--- src/hw/rtl/rte_pkg.sv ---
// ----------------------------------------------------------------------------
// rte_pkg
// Shared types, constants and tables for the rotation transform engine.
// ----------------------------------------------------------------------------
package rte_pkg;

    localparam int CORDIC_STEPS_DEF = 16;
    localparam int CORDIC_STEPS_MAX = 24;

    localparam int MAT_W   = 18;
    localparam int COORD_W = 32;
    localparam int ANGLE_W = 16;
    localparam int OP_W    = 3;
    localparam int CX_W    = 34;  // CORDIC x/y, Q2.30 plus growth
    localparam int CZ_W    = 32;  // CORDIC residual angle

    localparam logic signed [MAT_W-1:0] ONE_Q16 = 18'sd65536;
    localparam logic signed [CX_W-1:0]  CORDIC_K = 34'sd652032874;

    typedef enum logic [OP_W-1:0] {
        OP_IDENT = 3'd0,
        OP_ROT_X = 3'd1,
        OP_ROT_Y = 3'd2,
        OP_ROT_Z = 3'd3,
        OP_XFORM = 3'd4
    } t_opcode;

    typedef enum logic [2:0] {
        S_IDLE,
        S_CORDIC,
        S_MAC,
        S_WRITE,
        S_OUT
    } t_state;

    // Handshake from the top level sequencer to the CORDIC unit.
    typedef struct packed {
        logic start;
    } t_cordic_ctl;

    typedef struct packed {
        logic done;
    } t_cordic_sts;

    function automatic logic signed [CZ_W-1:0] atan_lut(input logic [4:0] idx);
        logic signed [CZ_W-1:0] v;
        unique case (idx)
            5'd0:  v = 32'sh20000000;
            5'd1:  v = 32'sh12E4051E;
            5'd2:  v = 32'sh09FB385B;
            5'd3:  v = 32'sh051111D4;
            5'd4:  v = 32'sh028B0D43;
            5'd5:  v = 32'sh0145D7E1;
            5'd6:  v = 32'sh00A2F61E;
            5'd7:  v = 32'sh00517C55;
            5'd8:  v = 32'sh0028BE53;
            5'd9:  v = 32'sh00145F2F;
            5'd10: v = 32'sh000A2F98;
            5'd11: v = 32'sh000517CC;
            5'd12: v = 32'sh00028BE6;
            5'd13: v = 32'sh000145F3;
            5'd14: v = 32'sh0000A2F9;
            5'd15: v = 32'sh0000517D;
            5'd16: v = 32'sh000028BE;
            5'd17: v = 32'sh0000145F;
            5'd18: v = 32'sh00000A30;
            5'd19: v = 32'sh00000518;
            5'd20: v = 32'sh0000028C;
            5'd21: v = 32'sh00000146;
            5'd22: v = 32'sh000000A3;
            5'd23: v = 32'sh00000051;
            default: v = '0;
        endcase
        return v;
    endfunction

endpackage

--- src/hw/rtl/rte_cordic.sv ---
// ----------------------------------------------------------------------------
// rte_cordic
// Iterative CORDIC, one rotation step per cycle, gives sine and cosine in Q1.16.
// ----------------------------------------------------------------------------
module rte_cordic #(
    parameter int CORDIC_STEPS = rte_pkg::CORDIC_STEPS_DEF
) (
    input  logic                                i_clk,
    input  logic                                i_rst_n,
    input  rte_pkg::t_cordic_ctl                i_ctl,
    input  logic [rte_pkg::ANGLE_W-1:0]         i_angle,
    output rte_pkg::t_cordic_sts                o_sts,
    output logic signed [rte_pkg::MAT_W-1:0]    o_sin,
    output logic signed [rte_pkg::MAT_W-1:0]    o_cos
);
    import rte_pkg::*;

    localparam int CW = $clog2(CORDIC_STEPS + 1);

    logic                   r_busy, n_busy;
    logic                   r_done, n_done;
    logic [CW-1:0]          r_cnt, n_cnt;
    logic signed [CX_W-1:0] r_x, n_x, r_y, n_y;
    logic signed [CZ_W-1:0] r_z, n_z;
    logic [1:0]             r_q;
    logic signed [CX_W-1:0] w_dx, w_dy;
    logic signed [CX_W-1:0] w_xr, w_yr;
    logic signed [19:0]     w_c, w_s;
    logic signed [MAT_W-1:0] w_cc, w_sc;

    assign w_dx = r_y >>> r_cnt;
    assign w_dy = r_x >>> r_cnt;

    always_comb begin
        n_busy = r_busy;
        n_cnt  = r_cnt;
        n_x    = r_x;
        n_y    = r_y;
        n_z    = r_z;
        n_done = 1'b0;
        if (i_ctl.start) begin
            n_busy = 1'b1;
            n_cnt  = '0;
            n_x    = CORDIC_K;
            n_y    = '0;
            n_z    = CZ_W'({i_angle[13:0], 16'h0000});
        end else if (r_busy) begin
            if (r_z >= 0) begin
                n_x = r_x - w_dx;
                n_y = r_y + w_dy;
                n_z = r_z - atan_lut(5'(r_cnt));
            end else begin
                n_x = r_x + w_dx;
                n_y = r_y - w_dy;
                n_z = r_z + atan_lut(5'(r_cnt));
            end
            n_cnt = r_cnt + 1'b1;
            if (r_cnt == CW'(CORDIC_STEPS - 1)) begin
                n_busy = 1'b0;
                n_done = 1'b1;
            end
        end
    end

    always_ff @(posedge i_clk) begin
        if (!i_rst_n) begin
            r_busy <= 1'b0;
            r_done <= 1'b0;
            r_cnt  <= '0;
        end else begin
            r_busy <= n_busy;
            r_done <= n_done;
            r_cnt  <= n_cnt;
        end
        r_x <= n_x;
        r_y <= n_y;
        r_z <= n_z;
        if (i_ctl.start) r_q <= i_angle[15:14];
    end

    // round half up by 2^14, clamp to +-1.0
    assign w_xr = (r_x + CX_W'(34'sd8192)) >>> 14;
    assign w_yr = (r_y + CX_W'(34'sd8192)) >>> 14;
    assign w_c  = (w_xr > 65536) ? 20'sd65536 : (w_xr < -65536) ? -20'sd65536 : w_xr[19:0];
    assign w_s  = (w_yr > 65536) ? 20'sd65536 : (w_yr < -65536) ? -20'sd65536 : w_yr[19:0];
    assign w_cc = w_c[MAT_W-1:0];
    assign w_sc = w_s[MAT_W-1:0];

    always_comb begin
        unique case (r_q)
            2'd0: begin o_cos = w_cc;  o_sin = w_sc;  end
            2'd1: begin o_cos = -w_sc; o_sin = w_cc;  end
            2'd2: begin o_cos = -w_cc; o_sin = -w_sc; end
            default: begin o_cos = w_sc; o_sin = -w_cc; end
        endcase
    end

    // high for one cycle once the last step has landed in r_x/r_y
    assign o_sts.done = r_done;

endmodule

--- src/hw/rtl/rotation_transform_engine.sv ---
// ----------------------------------------------------------------------------
// rotation_transform_engine
// Composes 3x3 rotations and transforms points with one shared MAC.
// ----------------------------------------------------------------------------
// Usage:
//   Slave stream s_axis carries one command word: opcode, angle, x, y, z.
//   Master stream m_axis carries one result word per transform (opcode 4):
//   x_out, y_out, z_out and the saturated flag in tuser.
//   Opcode 0 loads identity. Opcodes 1..3 run the CORDIC, latch sin/cos
//   into a rotation matrix, then do 27 serial multiply-accumulates (one per
//   cycle, three per matrix entry) and a writeback of the new matrix; the
//   next word is taken once the engine is back in idle. Opcode 4 does 9
//   multiply-accumulates, then sets the output valid in its output state.
//   Opcodes 5..7 are dropped.
//   The single 18x33 multiplier sets the rate; one word is in flight at a time
//   and s_axis_tready is low while it is processed.
//   Reset (i_rst_n low, synchronous) loads identity and empties the output.
//   If the receiver stalls, the result word holds in the output register and
//   no new command is taken until it is accepted.
// ----------------------------------------------------------------------------
module rotation_transform_engine #(
    parameter int CORDIC_STEPS = rte_pkg::CORDIC_STEPS_DEF
) (
    input  logic         i_clk,
    input  logic         i_rst_n,
    input  logic         s_axis_tvalid,
    output logic         s_axis_tready,
    // [2:0] opcode, [18:3] angle, [50:19] x_in, [82:51] y_in, [114:83] z_in
    input  logic [119:0] s_axis_tdata,
    output logic         m_axis_tvalid,
    input  logic         m_axis_tready,
    // [31:0] x_out, [63:32] y_out, [95:64] z_out
    output logic [95:0]  m_axis_tdata,
    // [0] saturated
    output logic         m_axis_tuser
);
    import rte_pkg::*;

    t_state r_state, n_state;
    logic signed [MAT_W-1:0] r_mat [9];
    logic signed [MAT_W-1:0] r_nm  [9];
    logic signed [MAT_W-1:0] r_r   [9];
    logic [OP_W-1:0]         r_op;
    logic signed [COORD_W-1:0] r_p [3];
    logic [3:0]   r_ent;      // result entry 0..8
    logic [1:0]   r_k;        // term 0..2
    logic signed [53:0] r_acc;
    logic signed [COORD_W-1:0] r_out [3];
    logic         r_sat;
    logic         r_ovalid;

    t_cordic_ctl  w_cctl;
    t_cordic_sts  w_csts;
    logic signed [MAT_W-1:0] w_sin, w_cos;

    logic         w_take;
    logic [1:0]   w_i, w_j;
    logic signed [MAT_W-1:0]  w_a;
    logic signed [COORD_W:0]  w_b;
    logic signed [53:0] w_prod, w_sum, w_rnd;
    logic signed [MAT_W-1:0]  w_mres;
    logic signed [COORD_W-1:0] w_pres;
    logic         w_psat;
    logic         w_last;

    rte_cordic #(.CORDIC_STEPS(CORDIC_STEPS)) u_cordic (
        .i_clk  (i_clk),
        .i_rst_n(i_rst_n),
        .i_ctl  (w_cctl),
        .i_angle(s_axis_tdata[18:3]),
        .o_sts  (w_csts),
        .o_sin  (w_sin),
        .o_cos  (w_cos)
    );

    assign s_axis_tready = (r_state == S_IDLE) && !r_ovalid;
    assign w_take = s_axis_tvalid && s_axis_tready;
    assign w_cctl.start = w_take && (s_axis_tdata[2:0] == OP_ROT_X ||
                          s_axis_tdata[2:0] == OP_ROT_Y || s_axis_tdata[2:0] == OP_ROT_Z);

    // entry index -> row/col
    always_comb begin
        unique case (r_ent)
            4'd0, 4'd1, 4'd2: w_i = 2'd0;
            4'd3, 4'd4, 4'd5: w_i = 2'd1;
            default:          w_i = 2'd2;
        endcase
        unique case (r_ent)
            4'd0, 4'd3, 4'd6: w_j = 2'd0;
            4'd1, 4'd4, 4'd7: w_j = 2'd1;
            default:          w_j = 2'd2;
        endcase
    end

    // operand select: matrix update uses R[i][k]*M[k][j], transform M[i][k]*p[k]
    // (a transform walks only three entries, so the entry index is the row)
    always_comb begin
        if (r_op == OP_XFORM) begin
            w_a = r_mat[4'(r_ent[1:0]) * 4'd3 + 4'(r_k)];
            w_b = (COORD_W+1)'(r_p[r_k]);
        end else begin
            w_a = r_r[4'(w_i) * 4'd3 + 4'(r_k)];
            w_b = (COORD_W+1)'(r_mat[4'(r_k) * 4'd3 + 4'(w_j)]);
        end
    end

    assign w_prod = 54'(w_a * w_b);
    assign w_sum  = r_acc + w_prod;
    assign w_rnd  = (w_sum + 54'sd32768) >>> 16;
    assign w_mres = (w_rnd > 54'sd131071) ? 18'sd131071 :
                    (w_rnd < -54'sd131072) ? -18'sd131072 : w_rnd[MAT_W-1:0];
    assign w_psat = (w_rnd > 54'sd2147483647) || (w_rnd < -54'sd2147483648);
    assign w_pres = (w_rnd > 54'sd2147483647) ? 32'sh7FFFFFFF :
                    (w_rnd < -54'sd2147483648) ? 32'sh80000000 : w_rnd[COORD_W-1:0];
    assign w_last = (r_k == 2'd2) &&
                    (r_ent == ((r_op == OP_XFORM) ? 4'd2 : 4'd8));

    always_comb begin
        n_state = r_state;
        unique case (r_state)
            S_IDLE: begin
                if (w_take) begin
                    if (w_cctl.start) n_state = S_CORDIC;
                    else if (s_axis_tdata[2:0] == OP_XFORM) n_state = S_MAC;
                end
            end
            S_CORDIC: if (w_csts.done) n_state = S_MAC;
            S_MAC:    if (w_last) n_state = (r_op == OP_XFORM) ? S_OUT : S_WRITE;
            S_WRITE:  n_state = S_IDLE;
            S_OUT:    n_state = S_IDLE;
            default:  n_state = S_IDLE;
        endcase
    end

    always_ff @(posedge i_clk) begin
        if (!i_rst_n) begin
            r_state  <= S_IDLE;
            r_ovalid <= 1'b0;
            for (int e = 0; e < 9; e++) r_mat[e] <= (e % 4 == 0) ? ONE_Q16 : '0;
        end else begin
            r_state <= n_state;
            if (m_axis_tvalid && m_axis_tready) r_ovalid <= 1'b0;
            if (r_state == S_OUT) r_ovalid <= 1'b1;
            if (w_take && s_axis_tdata[2:0] == OP_IDENT)
                for (int e = 0; e < 9; e++) r_mat[e] <= (e % 4 == 0) ? ONE_Q16 : '0;
            if (r_state == S_WRITE)
                for (int e = 0; e < 9; e++) r_mat[e] <= r_nm[e];
        end
        if (w_take) begin
            r_op   <= s_axis_tdata[2:0];
            r_p[0] <= s_axis_tdata[50:19];
            r_p[1] <= s_axis_tdata[82:51];
            r_p[2] <= s_axis_tdata[114:83];
            r_ent  <= '0;
            r_k    <= '0;
            r_acc  <= '0;
            r_sat  <= 1'b0;
        end
        if (r_state == S_CORDIC && w_csts.done) begin
            for (int e = 0; e < 9; e++) r_r[e] <= '0;
            unique case (r_op)
                OP_ROT_X: begin
                    r_r[0] <= ONE_Q16; r_r[4] <= w_cos; r_r[5] <= -w_sin;
                    r_r[7] <= w_sin;   r_r[8] <= w_cos;
                end
                OP_ROT_Y: begin
                    r_r[0] <= w_cos; r_r[2] <= -w_sin; r_r[4] <= ONE_Q16;
                    r_r[6] <= w_sin; r_r[8] <= w_cos;
                end
                default: begin
                    r_r[0] <= w_cos; r_r[1] <= -w_sin; r_r[3] <= w_sin;
                    r_r[4] <= w_cos; r_r[8] <= ONE_Q16;
                end
            endcase
        end
        if (r_state == S_MAC) begin
            if (r_k == 2'd2) begin
                r_acc <= '0;
                r_k   <= '0;
                r_ent <= r_ent + 4'd1;
                if (r_op == OP_XFORM) begin
                    r_out[r_ent[1:0]] <= w_pres;
                    if (w_psat) r_sat <= 1'b1;
                end else begin
                    r_nm[r_ent] <= w_mres;
                end
            end else begin
                r_acc <= w_sum;
                r_k   <= r_k + 2'd1;
            end
        end
    end

    assign m_axis_tvalid = r_ovalid;
    assign m_axis_tdata  = {r_out[2], r_out[1], r_out[0]};
    assign m_axis_tuser  = r_sat;

endmodule

--- config.mk ---
export PLATFORM = sky130hd
export DESIGN_NAME = rotation_transform_engine
export DESIGN_NICKNAME = d
export VERILOG_FILES = /design/src/hw/rtl/rte_pkg.sv /design/src/hw/rtl/rte_cordic.sv /design/src/hw/rtl/rotation_transform_engine.sv
export SDC_FILE = /design/constraint.sdc
export NUM_CORES = 2
export LEC_CHECK = 0
export ABC_AREA = 1
export BUFFER_PORTS_ARGS = -buffer_cell sky130_fd_sc_hd__buf_4
export CORE_MARGIN = 3
export CORE_UTILIZATION = 30
export CTS_CLUSTER_SIZE = 16
export DETAILED_ROUTE_END_ITERATION = 8
export PLACE_DENSITY = 0.5
export SETUP_SLACK_MARGIN = 0.02
export SLEW_MARGIN = 20
export SYNTH_ARGS = -nofsm -noshare
export SYNTH_HDL_FRONTEND = slang
export SYNTH_SLANG_ARGS = --single-unit
--- constraint.sdc ---
create_clock -name i_clk -period 21.2 [get_ports i_clk]
set_input_delay 2.12 -clock i_clk [delete_from_list [all_inputs] [get_ports i_clk]]
set_output_delay 2.12 -clock i_clk [all_outputs]
set_load 0.01 [all_outputs]
==> results_dict.tcl <==
set metrics [dict create \
    outcome "finished, final reports clean" \
    viasPerCell 4.87 \
    cts_hold_buf 0 \
    cts_buffers 107 \
    rr_worst_depth 56 \
    maxCapViolCount 0 \
    yosysTopAreaCell "edfxtp_1" \
    die_w_um 504 \
    worst-path-max-fanout 39 \
    min_period_ns 15.21 \
    yosys_warnings 0 \
    cts_tree "built" \
    synthArstFlopShare 0 \
    place.gp.congestion 0.920 \
    synth-compound-area-share 0.108 \
    dr.pass1.iters 7 \
    synth_top_family_by_area "adder cells" \
    rsz0062_at_grt "false" \
    m1WireLength_um 109000 \
    fillers 26000 \
    synthFlopType "edfxtp_1" \
    max_freq_ghz 0.0657 \
    worst_pin_slew_ns 1.11 \
    syn_inst 9065 \
    grt_overflow 0 \
    place_ws_ns 6.07 \
    core_mm2 0.246 \
    dpl.hpwl_um 192000 \
    setup_slack_ns 5.99 \
    start_kind "register" \
    critPathRequiredTime_ns 21.56 \
    io_buffers 217 \
    ys_ff_latch 884 \
    post_cts_buffers 0 \
    startpoint "r_ent[1]" \
    crit_path_end "r_nm[3][1]" \
    groute.usage.overall 0.196 \
    cpMaxStageDelayCell "fa_1" \
    pin_count 223 \
    timing.hold.ws_ns 0.469 \
    grt_pass1_vias 61700 \
    period_share 0.717 \
    cpMostUsedCell "inv_1" \
    drt-initial-drc-count 4751 \
    slew_headroom 0.259 \
    start_util 0.302 \
    synth_edf_count 750 \
    tns_ns 0 \
    seqCellArea_mm2 0.0252 \
    htreeDepth 3 \
    syn_nets 10100 \
    reg2reg_slack_ns 5.99 \
    cts_resized 0 \
    fin_skew_ns 0.0358 \
    grt_max_degree 163 \
    cts_sinks 884 \
    grt_pass1_wl_um 385000 \
    synth.distinct_cells 69 \
    top_layer "met4" \
    clock_latency_ns 0.76 \
    met3_length_um 12600 \
    postRouteWirelength_um 252000 \
    crit_cells 56 \
    syn_avg_cell_area_um2 8.21 \
    yosys.area_share.simple 0.197 \
    synthMuxAreaShare 0.0111 \
    post-route-drc-count 0 \
    vias 61200 \
    clk_pin_slew_ns 0.06 \
    timing.rr.start "r_ent[1]" \
    num_rows 182 \
    ys_seq_area_frac 0.339 \
    multiInputGateArea_mm2 0.0416 \
    clock_path_buffers 3 \
    max_stage_delay_ns 0.80 \
    cts-root-buf "clkbuf_16" \
    final_max_slew_viol_count 0 \
    setup_viol 0 \
    synth.cell_area_mm2 0.0744 \
    hold_viol_final 0 \
    yosysTopAreaCellShare 0.303 \
    synth_area_leaders "edfxtp_1 (30%), fa_1 (17%), nand2_1 (9.4%)" \
    area_delta_synth_final_pct 12.0 \
    path_class "register to register" \
    drive_gt1_frac 0.0794 \
    worst_setup_path_end_kind "register" \
    critPathBufInv 18 \
    hp-class "register to register" \
    die_y_um 504 \
    critPathArrivalTime_ns 15.57 \
    fin_nets 10200 \
    grt_antenna_before_repair 2 \
    synth-xor-area-share 0.0249 \
    routedWlPerCell_um 20.0 \
    critPathTopFamily "adder cells" \
    antenna_left 0 \
    synthAdderAreaFrac 0.217 \
    dieArea_mm2 0.254 \
    met2_length_um 122000 \
    timing.rr.end "r_nm[3][1]" \
]
-- worst register-to-register path, delay by kind of cell, from the launching register on --
kind,cells,cell delay [ns]
simple gates,18,3.67
compound gates,8,1.58
fa+ha+maj,11,5.14
buf+inv,18,3.55
flops,1,0.50
xor+xnor,1,0.36
-- cells by family after synthesis --
kind of cell,after synthesis
flip-flops,884
buffers and inverters,2014
multiplexers,82
AND/OR/NAND/NOR,3563
AO/OA/AOI/OAI,1405
XOR/XNOR,208
adder cells (fa/ha/maj),909
-- metal layers --
layer,global-route usage,up-vias
li1,-,29200
met1,0.260,30100
met2,0.334,1662
met3,0.0202,323
met4,0.0626,0
met5,0,-
-- worst min-delay path by stage --
stage,to,depth (start not counted),start
detailed placement,u_cordic.r_z[5],2,u_cordic.r_z[5]
floorplan,u_cordic.r_z[10],2,u_cordic.r_z[10]
CTS,u_cordic.r_z[5],2,u_cordic.r_z[5]
global placement,u_cordic.r_z[8],2,u_cordic.r_z[8]
finish,u_cordic.r_z[5],2,u_cordic.r_z[5]
global route,u_cordic.r_z[12],2,u_cordic.r_z[12]
-- layout by cell type (no fill, tap or decap), drive strengths merged, types with 9 or more instances in the layout --
cell	n
nand2	1907
inv	1641
nor2	1147
edfxtp	750
fa	631
o21ai	611
a21oi	427
buf	335
nand3	321
ha	278
xor2	146
dfxtp	134
clkbuf	122
clkinv	99
mux2i	76
nand4	70
xnor2	62
o211ai	62
o22ai	59
nor3	51
a31oi	51
o221ai	42
or2	39
a221oi	33
a22oi	21
o21a	20
a32o	18
o21bai	9
a21boi	9
clkinvlp	9
-- synth_stat cells (62+ instances only) --
master,count
nand2_1,1861
nand4_1,69
a21oi_1,426
xor2_1,142
ha_1,278
inv_1,1610
nor2_1,1097
dfxtp_1,134
edfxtp_1,750
o21ai_0,550
mux2i_1,76
xnor2_1,62
nand3_1,309
fa_1,631
clkbuf_1,261
-- sequential cells by signal, summed over array words and instances (netlist names), named ones only --
signal / flops
m_axis_tvalid: 1
u_cordic.r_cnt: 5
r_k: 2
r_mat: 162
u_cordic.r_x: 34
r_r: 159
u_cordic.o_sts: 1
r_op: 3
r_p: 96
u_cordic.r_q: 2
r_nm: 162
u_cordic.r_z: 32
r_out: 96
r_ent: 4
u_cordic.r_y: 34
m_axis_tuser: 1
r_state: 3
u_cordic.r_busy: 1
r_acc: 54
-- final cells by class --
class / count / share of cell area
inverter: 1675 / 0.0756
multi-input combinational: 6167 / 0.500
timing repair buffer: 335 / 0.0305
clock buffer: 122 / 0.0335
clock inverter: 78 / 0.00790
tap: 3312 / 0.0498
antenna: 3 / 0.0000901
sequential: 884 / 0.303
-- through the flow --
| stage | util | cell area [um^2] | std cells |
|---|---|---|---|
| after floorplan | - | 74400 | 9065 |
| after global placement | 0.324 | 79800 | 12400 |
| after detailed placement | 0.324 | 79800 | 12400 |
| after CTS | 0.338 | 83300 | 12600 |
| after global routing | 0.338 | 83300 | 12600 |
| final | 0.338 | 83300 | 12600 |
Power is not shown: default switching activity piles up to over one toggle a cycle in this logic, so the estimate is an artifact.
